`config.mk`:
```
export PLATFORM = sky130hd
export DESIGN_NAME = bsam_shift
export DESIGN_NICKNAME = d
export VERILOG_FILES = /design/src/rtl/bsam_pkg.sv /design/src/rtl/bsam_shift.sv
export SDC_FILE = /design/constraint.sdc
export NUM_CORES = 1
export LEC_CHECK = 0
export ABC_CLOCK_PERIOD_IN_PS = 1900
export BUFFER_PORTS_ARGS = -buffer_cell sky130_fd_sc_hd__buf_4
export CORE_MARGIN = 4
export CORE_UTILIZATION = 34
export DETAILED_ROUTE_END_ITERATION = 8
export PLACE_DENSITY_LB_ADDON = 0.1
export SYNTH_ARGS = -nofsm -noshare
export SYNTH_HDL_FRONTEND = slang
export SYNTH_SLANG_ARGS = --single-unit
```
`constraint.sdc`:
```
create_clock -name vclk -period 1.9
set_clock_uncertainty 0.1 [all_clocks]
set_input_delay 0 -clock vclk [all_inputs]
set_output_delay 0 -clock vclk [all_outputs]
set_load 0.05 [all_outputs]
```
`src/rtl/bsam_pkg.sv`:
```
// Package for the bit-slice ALU microstep block: decode table types and codes.
// No dependencies.
`timescale 1ns / 1ps
`default_nettype none
package bsam_pkg;

   typedef enum logic [2:0] {
      KIND_ALU, KIND_SUM, KIND_SAL, KIND_SAR, KIND_SLL, KIND_SLR, KIND_SCL, KIND_SCR
   } kind_type;

   typedef enum logic [2:0] {
      SRC_NONE, SRC_WR, SRC_XWR, SRC_REG, SRC_IN
   } src_type;

   typedef enum logic [2:0] {
      DST_REG, DST_WR, DST_XWR, DST_OUT, DST_WRX
   } dst_type;

   typedef struct packed {
      logic     hit;
      kind_type kind;
      src_type  src_a;
      src_type  src_b;
      logic     neg_b;
      logic     carry;
      dst_type  dest;
      logic     addr_work;
   } dec_type;

   localparam int unsigned PC_INDEX = 7;

   function automatic dec_type mk(kind_type k, src_type a, src_type b, logic n, logic c,
                                  dst_type d, logic w);
      dec_type r;
      r.hit = 1'b1; r.kind = k; r.src_a = a; r.src_b = b; r.neg_b = n;
      r.carry = c; r.dest = d; r.addr_work = w;
      return r;
   endfunction

   // First match among the fixed microinstruction patterns.
   function automatic dec_type decode(logic [8:0] mi);
      dec_type r;
      r = '0;
      r.kind = KIND_ALU; r.src_a = SRC_NONE; r.src_b = SRC_NONE; r.dest = DST_REG;
      if (mi[4:3] == 2'b00)
         r = mk(KIND_ALU, SRC_REG, SRC_WR, 1'b0, 1'b0, DST_REG, 1'b1);
      else if (mi[4:3] == 2'b01)
         r = mk(KIND_ALU, SRC_REG, SRC_WR, 1'b0, 1'b0, DST_WR, 1'b1);
      else if (mi[4:0] == 5'b11000)
         r = mk(KIND_ALU, SRC_IN, SRC_WR, 1'b0, 1'b0, DST_OUT, 1'b0);
      else if (mi[4:0] == 5'b11001)
         r = mk(KIND_ALU, SRC_IN, SRC_WR, 1'b0, 1'b0, DST_WR, 1'b0);
      else if (mi[4:0] == 5'b11011)
         r = mk(KIND_ALU, SRC_IN, SRC_XWR, 1'b0, 1'b0, DST_WR, 1'b1);
      else if (mi[4:0] == 5'b11100)
         r = mk(KIND_ALU, SRC_IN, SRC_WR, 1'b0, 1'b0, DST_XWR, 1'b1);
      else if (mi[4:0] == 5'b11110)
         r = mk(KIND_ALU, SRC_IN, SRC_XWR, 1'b0, 1'b0, DST_XWR, 1'b1);
      else if (mi[4:0] == 5'b11111)
         r = mk(KIND_ALU, SRC_IN, SRC_XWR, 1'b0, 1'b0, DST_OUT, 1'b1);
      else if (mi[8:3] == 6'b001110)
         r = mk(KIND_SUM, SRC_REG, SRC_WR, 1'b0, 1'b1, DST_XWR, 1'b1);
      else if (mi[8:3] == 6'b010010)
         r = mk(KIND_SUM, SRC_REG, SRC_IN, 1'b0, 1'b1, DST_WR, 1'b1);
      else if (mi[8:3] == 6'b010110)
         r = mk(KIND_SUM, SRC_REG, SRC_IN, 1'b0, 1'b1, DST_XWR, 1'b1);
      else if (mi[8:3] == 6'b011110)
         r = mk(KIND_SUM, SRC_REG, SRC_IN, 1'b0, 1'b1, DST_REG, 1'b1);
      else if (mi[8:3] == 6'b110010)
         r = mk(KIND_SUM, SRC_REG, SRC_XWR, 1'b0, 1'b1, DST_WR, 1'b1);
      else if (mi[8:3] == 6'b110110)
         r = mk(KIND_SUM, SRC_REG, SRC_XWR, 1'b0, 1'b1, DST_XWR, 1'b1);
      else if (mi[8:3] == 6'b111010)
         r = mk(KIND_SUM, SRC_XWR, SRC_NONE, 1'b0, 1'b1, DST_REG, 1'b1);
      else if (mi == 9'b001111010)
         r = mk(KIND_SUM, SRC_WR, SRC_IN, 1'b0, 1'b1, DST_XWR, 1'b1);
      else if (mi == 9'b011111010)
         r = mk(KIND_SUM, SRC_WR, SRC_IN, 1'b0, 1'b1, DST_OUT, 1'b1);
      else if (mi == 9'b110011010)
         r = mk(KIND_SUM, SRC_XWR, SRC_IN, 1'b0, 1'b1, DST_WR, 1'b1);
      else if (mi == 9'b110111010)
         r = mk(KIND_SUM, SRC_XWR, SRC_IN, 1'b0, 1'b1, DST_XWR, 1'b1);
      else if (mi == 9'b111011010)
         r = mk(KIND_SUM, SRC_XWR, SRC_NONE, 1'b0, 1'b1, DST_OUT, 1'b1);
      else if (mi[8:3] == 6'b111110)
         r = mk(KIND_SUM, SRC_IN, SRC_NONE, 1'b0, 1'b0, DST_REG, 1'b1);
      else if (mi[8:3] == 6'b000010)
         r = mk(KIND_SUM, SRC_REG, SRC_NONE, 1'b0, 1'b0, DST_OUT, 1'b1);
      else if (mi[8:3] == 6'b000110)
         r = mk(KIND_SUM, SRC_REG, SRC_NONE, 1'b0, 1'b0, DST_XWR, 1'b1);
      else if (mi[8:3] == 6'b011010)
         r = mk(KIND_SUM, SRC_IN, SRC_NONE, 1'b0, 1'b0, DST_WR, 1'b1);
      else if (mi == 9'b011011010)
         r = mk(KIND_SUM, SRC_IN, SRC_NONE, 1'b0, 1'b0, DST_WR, 1'b1);
      else if (mi == 9'b000111010)
         r = mk(KIND_SUM, SRC_IN, SRC_NONE, 1'b0, 1'b0, DST_XWR, 1'b1);
      else if (mi == 9'b111111010)
         r = mk(KIND_SUM, SRC_IN, SRC_NONE, 1'b0, 1'b0, DST_OUT, 1'b1);
      else if (mi == 9'b000011010)
         r = mk(KIND_SUM, SRC_IN, SRC_NONE, 1'b0, 1'b0, DST_OUT, 1'b1);
      else if (mi == 9'b100011010)
         r = mk(KIND_SCL, SRC_WR, SRC_IN, 1'b1, 1'b1, DST_WRX, 1'b1);
      else if (mi == 9'b100111010)
         r = mk(KIND_SCL, SRC_WR, SRC_IN, 1'b0, 1'b1, DST_WRX, 1'b1);
      else if (mi[8:3] == 6'b100010)
         r = mk(KIND_SCL, SRC_WR, SRC_REG, 1'b1, 1'b1, DST_WRX, 1'b1);
      else if (mi[8:3] == 6'b100110)
         r = mk(KIND_SCL, SRC_WR, SRC_REG, 1'b0, 1'b1, DST_WRX, 1'b1);
      else if (mi[8:3] == 6'b101010)
         r = mk(KIND_SAR, SRC_WR, SRC_NONE, 1'b0, 1'b1, DST_WRX, 1'b1);
      else if (mi == 9'b101011010)
         r = mk(KIND_SAR, SRC_WR, SRC_NONE, 1'b0, 1'b1, DST_WRX, 1'b1);
      else if (mi == 9'b001011010)
         r = mk(KIND_SAR, SRC_WR, SRC_IN, 1'b1, 1'b1, DST_WRX, 1'b1);
      else if (mi == 9'b101111010)
         r = mk(KIND_SAR, SRC_WR, SRC_IN, 1'b0, 1'b1, DST_WRX, 1'b1);
      else if (mi[8:3] == 6'b001010)
         r = mk(KIND_SAR, SRC_WR, SRC_REG, 1'b1, 1'b1, DST_WRX, 1'b1);
      else if (mi[8:3] == 6'b101110)
         r = mk(KIND_SAR, SRC_WR, SRC_REG, 1'b0, 1'b1, DST_WRX, 1'b1);
      else if (mi == 9'b000011101)
         r = mk(KIND_SAR, SRC_WR, SRC_NONE, 1'b0, 1'b1, DST_WR, 1'b1);
      else if (mi[7:0] == 8'b00111101)
         r = mk(KIND_SCR, SRC_WR, SRC_NONE, 1'b0, 1'b1, DST_WR, 1'b1);
      else if (mi == 9'b001011101)
         r = mk(KIND_SAL, SRC_WR, SRC_NONE, 1'b0, 1'b1, DST_WR, 1'b1);
      else if (mi[7:0] == 8'b01111101)
         r = mk(KIND_SCL, SRC_WR, SRC_NONE, 1'b0, 1'b1, DST_WR, 1'b1);
      else if (mi == 9'b100011101)
         r = mk(KIND_SLR, SRC_WR, SRC_NONE, 1'b0, 1'b1, DST_WR, 1'b1);
      else if (mi == 9'b101011101)
         r = mk(KIND_SLL, SRC_WR, SRC_NONE, 1'b0, 1'b1, DST_WR, 1'b1);
      else if (mi == 9'b010011101)
         r = mk(KIND_SAR, SRC_WR, SRC_NONE, 1'b0, 1'b1, DST_WRX, 1'b1);
      else if (mi[7:0] == 8'b10111101)
         r = mk(KIND_SCR, SRC_WR, SRC_NONE, 1'b0, 1'b1, DST_WRX, 1'b1);
      else if (mi == 9'b011011101)
         r = mk(KIND_SAL, SRC_WR, SRC_NONE, 1'b0, 1'b1, DST_WRX, 1'b1);
      else if (mi[7:0] == 8'b11111101)
         r = mk(KIND_SCL, SRC_WR, SRC_NONE, 1'b0, 1'b1, DST_WRX, 1'b1);
      else if (mi == 9'b110011101)
         r = mk(KIND_SLR, SRC_WR, SRC_NONE, 1'b0, 1'b1, DST_WRX, 1'b1);
      else if (mi == 9'b111011101)
         r = mk(KIND_SLL, SRC_WR, SRC_NONE, 1'b0, 1'b1, DST_WRX, 1'b1);
      return r;
   endfunction

endpackage
`default_nettype wire

```
`src/rtl/bsam_shift.sv`:
```
// Shifter for single and double precision shifts of the work:extension pair.
// Depends on bsam_pkg.
`timescale 1ns / 1ps
`default_nettype none
module bsam_shift
   import bsam_pkg::*;
#(
   parameter int WIDTH = 16
) (
   input  wire kind_type         kind,
   input  wire logic             dbl,
   input  wire logic             p0,
   input  wire logic [WIDTH-1:0] r_in,
   input  wire logic [WIDTH-1:0] x_in,
   output logic      [WIDTH-1:0] r_out,
   output logic      [WIDTH-1:0] x_out,
   output logic      [3:0]       lines_n
);
   // Lines are accumulated active high and inverted at the end.
   logic [3:0] ln;
   logic       sgn;
   logic       lo;
   logic       xb;

   always_comb begin
      ln    = 4'b0000;
      sgn   = r_in[WIDTH-1];
      lo    = r_in[0];
      r_out = r_in;
      x_out = x_in;
      xb    = 1'b0;
      case (kind)
         KIND_SAL: begin
            ln[0] = sgn;
            r_out = {r_in[WIDTH-2:0], 1'b0};
            if (dbl) begin
               xb = p0 ? x_in[WIDTH-1] : x_in[WIDTH-2];
               x_out = {x_in[WIDTH-2:0], 1'b0};
               r_out[0] = xb;
               ln[2] = ln[2] ^ xb;
               ln[1] = ln[1] ^ xb;
               if (!p0) x_out[WIDTH-1] = r_out[WIDTH-1];
            end
         end
         KIND_SAR: begin
            ln[1] = lo;
            r_out = {sgn, r_in[WIDTH-1:1]};
            if (dbl) begin
               ln[3] = x_in[0];
               ln[2] = lo;
               x_out = {1'b0, x_in[WIDTH-1:1]};
               if (p0) begin
                  x_out[WIDTH-1] = lo;
               end else begin
                  x_out[WIDTH-1] = sgn;
                  x_out[WIDTH-2] = lo;
               end
            end
         end
         KIND_SLL: begin
            ln[0] = sgn;
            r_out = {r_in[WIDTH-2:0], 1'b0};
            if (dbl) begin
               xb = x_in[WIDTH-1];
               ln[2] = xb;
               ln[1] = xb;
               x_out = {x_in[WIDTH-2:0], 1'b0};
               r_out[0] = xb;
            end
         end
         KIND_SLR: begin
            ln[1] = lo;
            r_out = {1'b0, r_in[WIDTH-1:1]};
            if (dbl) begin
               ln[3] = x_in[0];
               ln[2] = lo;
               x_out = {lo, x_in[WIDTH-1:1]};
            end
         end
         KIND_SCL: begin
            if (dbl) begin
               xb = x_in[WIDTH-1];
               ln[0] = sgn;
               ln[3] = sgn;
               ln[1] = xb;
               ln[2] = xb;
               r_out = {r_in[WIDTH-2:0], xb};
               x_out = {x_in[WIDTH-2:0], sgn};
            end else begin
               ln[0] = sgn;
               ln[1] = sgn;
               r_out = {r_in[WIDTH-2:0], sgn};
            end
         end
         KIND_SCR: begin
            if (dbl) begin
               xb = x_in[0];
               ln[1] = lo;
               ln[2] = lo;
               ln[3] = xb;
               ln[0] = xb;
               r_out = {xb, r_in[WIDTH-1:1]};
               x_out = {lo, x_in[WIDTH-1:1]};
            end else begin
               ln[0] = lo;
               ln[1] = lo;
               r_out = {lo, r_in[WIDTH-1:1]};
            end
         end
         default: begin
            r_out = r_in;
         end
      endcase
      lines_n = ~ln;
   end
endmodule
`default_nettype wire

```
==> run_results.csv <==
group,metric,value,unit
routing,vias,1117,
placement,dp_slack,0.526,ns
yosys,main_combinational_cell_family_by_area_after_synthesis,"multiplexers",
pwr,irDropWorstVdd,0.279,mV
cells_and_area,post_layout_util,59.8,%
grt,grt_antenna_before_repair,0,
yosys,synth_top_area_share,32.7,%
floorplan,die_area,3390,sq um
pwr,pwr_density_cell,453,nW/um^2
grt,largest_net_degree_at_the_start_of_global_routing,32,
routing,wirelength_routed,2670,um
placement,port_buffers,73,
cells_and_area,design.final.nets,236,
floorplan,fp.coreArea,2300,sq um
worst_setup_path,cp.arrival,1.27,ns
placement,total_placed_cells_including_tap_cells,225,
status,result_of_the_run,"finished clean",
pwr,totalPowerFinal,623,uW
floorplan,design.portCount,73,
yosys,synth-compound-area-share,28.1,%
yosys,synthesis.area,858,sq um
yosys,synth_mux_area_share,38.3,%
cells_and_area,count_of_antenna_diodes_in_the_layout,0,
yosys,yosys.area_share.xor_xnor,0,%
yosys,synth.yosys.warnings,0,
yosys,instance_count_of_the_mapped_netlist,134,
grt,grt_overflow_total,0,
placement,hpwlAfterDp,2230,um
routing,wire_per_inst,11.8,um
timing,fin_tns_setup,0,ns
routing,drt_drc_violations_left,0,
yosys,synth_simple_gate_area_share,23.0,%
timing,worst_slew_pin_slew,0.292,ns
routing,via_per_inst,4.96,
cells_and_area,finalNonFillerCells,225,
floorplan,die_y,58.2,um
grt,globalRouteTotalUtil,15.0,%
timing,timing.max_slew.rel_slack,80.5,%
yosys,synth_sequential_area_ratio,0,%
grt,grt_pass1_wl,4310,um
timing,post-route-period-util,71.9,%
routing,drt_pre_antenna_iters,4,
yosys,ys_top_cells_by_area,"mux2i_1 (33%), nand2_1 (15%), o21ai_1 (13%), o21ai_0 (5.8%), buf_4 (4.4%)",
yosys,synthesis.area_per_instance,6.41,sq um
grt,via_count_of_the_first_global_routing_pass,1044,
cells_and_area,flops_and_latches,0,
yosys,post-synth-top-area-cell,"mux2i_1",
worst_setup_path,crit_path_end_kind,"primary output",
cells_and_area,clock_buffers,0,
timing,setup_violations,0,
clocking,postCtsSetupRepairBufs,0,
yosys,postSynthNetCount,171,
worst_setup_path,critical_path.max_fanout,20,
job,cap_viol_max_count,0,
min_path,hold_path_class,"in -> out",
timing,finalWorstPathRequiredPeriod,1.37,ns
routing,final_antenna_net_count,0,
placement,routability_congestion,0.742,
timing,worst_slack,0.534,ns
timing,max_freq,732,MHz
worst_setup_path,data_required_time_at_the_worst_endpoint,1.80,ns
yosys,synth_top_cells_by_count,"nand2_1 (34), mux2i_1 (28), o21ai_1 (22)",
routing,detail_route.iter0.violations,16,
floorplan,num_rows,17,
floorplan,chipWidth,58.2,um
cells_and_area,syn2layout_area_growth,60.1,%
timing,timing.final.max_slew_violations,0,
yosys,synthAdderAreaFrac,0,%
clocking,postCtsHoldBufs,0,
worst_setup_path,critical_setup_path_class,"in -> out",
yosys,yosysMostFrequentCell,"nand2_1",
pwr,total_leakage_power,0.723,nW
cells_and_area,post_route_cells_drive_above_1_share,40.6,%
clocking,cts_resized,0,
timing,rsz0062_at_grt,"no",
yosys,synth.lib_cells_used.distinct,26,
worst_setup_path,worst_setup_path_start_kind,"primary input",
timing,hold_violations,0,
cells_and_area,final-seq-area,0,sq um
floorplan,start_util,37.4,%
==> cells in the final DEF (no fill, tap or decap), types with 2 or more instances in the layout <==
cell     netlist  routed
mux2i_1       28      28
o21ai_0       10      10
buf_4          5      75
o21ai_1       22      22
nand4_1        2       2
inv_1          2       2
a21o_1         2       2
a31oi_1        2       2
a21oi_1        3       3
nand2_1       34      34
nor2_1         5       5
==> cells by family after synthesis <==
group                  Yosys count
AOI/OAI and AO/OA               44
muxes                           31
buffers and inverters           14
and+or+nand+nor                 45
==> through the flow <==
| stage | area [sq um] | hold WS [ns] |
|---|---|---|
| 5_1_grt | 1370 | 0.308 |
| 4_1_cts | 1370 | 0.291 |
| 6_report | 1370 | 0.288 |
| 2_1_floorplan | 858 | 0.122 |
| 3_5_place_dp | 1370 | 0.290 |
| 3_3_place_gp | 1370 | 0.283 |
==> report_power, final <==
group | internal, mW | switching, mW | total (mW)
combinational | 0.215 | 0.408 | 0.623
sequential | 0 | 0 | 0
clock | 0 | 0 | 0
total | 0.215 | 0.408 | 0.623
==> worst max-delay path: stages <==
cell and delay, ns:
buf_4 0.26, mux4_2 0.53, mux2_4 0.28, buf_4 0.19
==> cell type report <==
type / instances / area (sq um)
inverters: 2 / 7.51
multi-input cells: 120 / 768
repair buffers: 75 / 563
fillers: 226 / 923
well taps: 28 / 35.0
==> worst paths after layout <==
kind	depth (start not counted)	start	to	slack (ns)
worst min-delay path	4	x_in[4]	x_out[4]	0.29
worst max-delay path	4	kind[0]	x_out[15]	0.53
==> per-layer routing <==
layer / part of all wire, % / global-route usage, % / wire (um) / vias to the layer above
met5: 0 / 0 / 0 / -
met4: 0 / 0 / 0 / 0
met3: 8.1 / 2.45 / 217 / 0
met2: 51 / 30.3 / 1370 / 38
met1: 40 / 17.2 / 1080 / 471
li1: - / - / - / 608
Power figures use the tool's default switching activity.
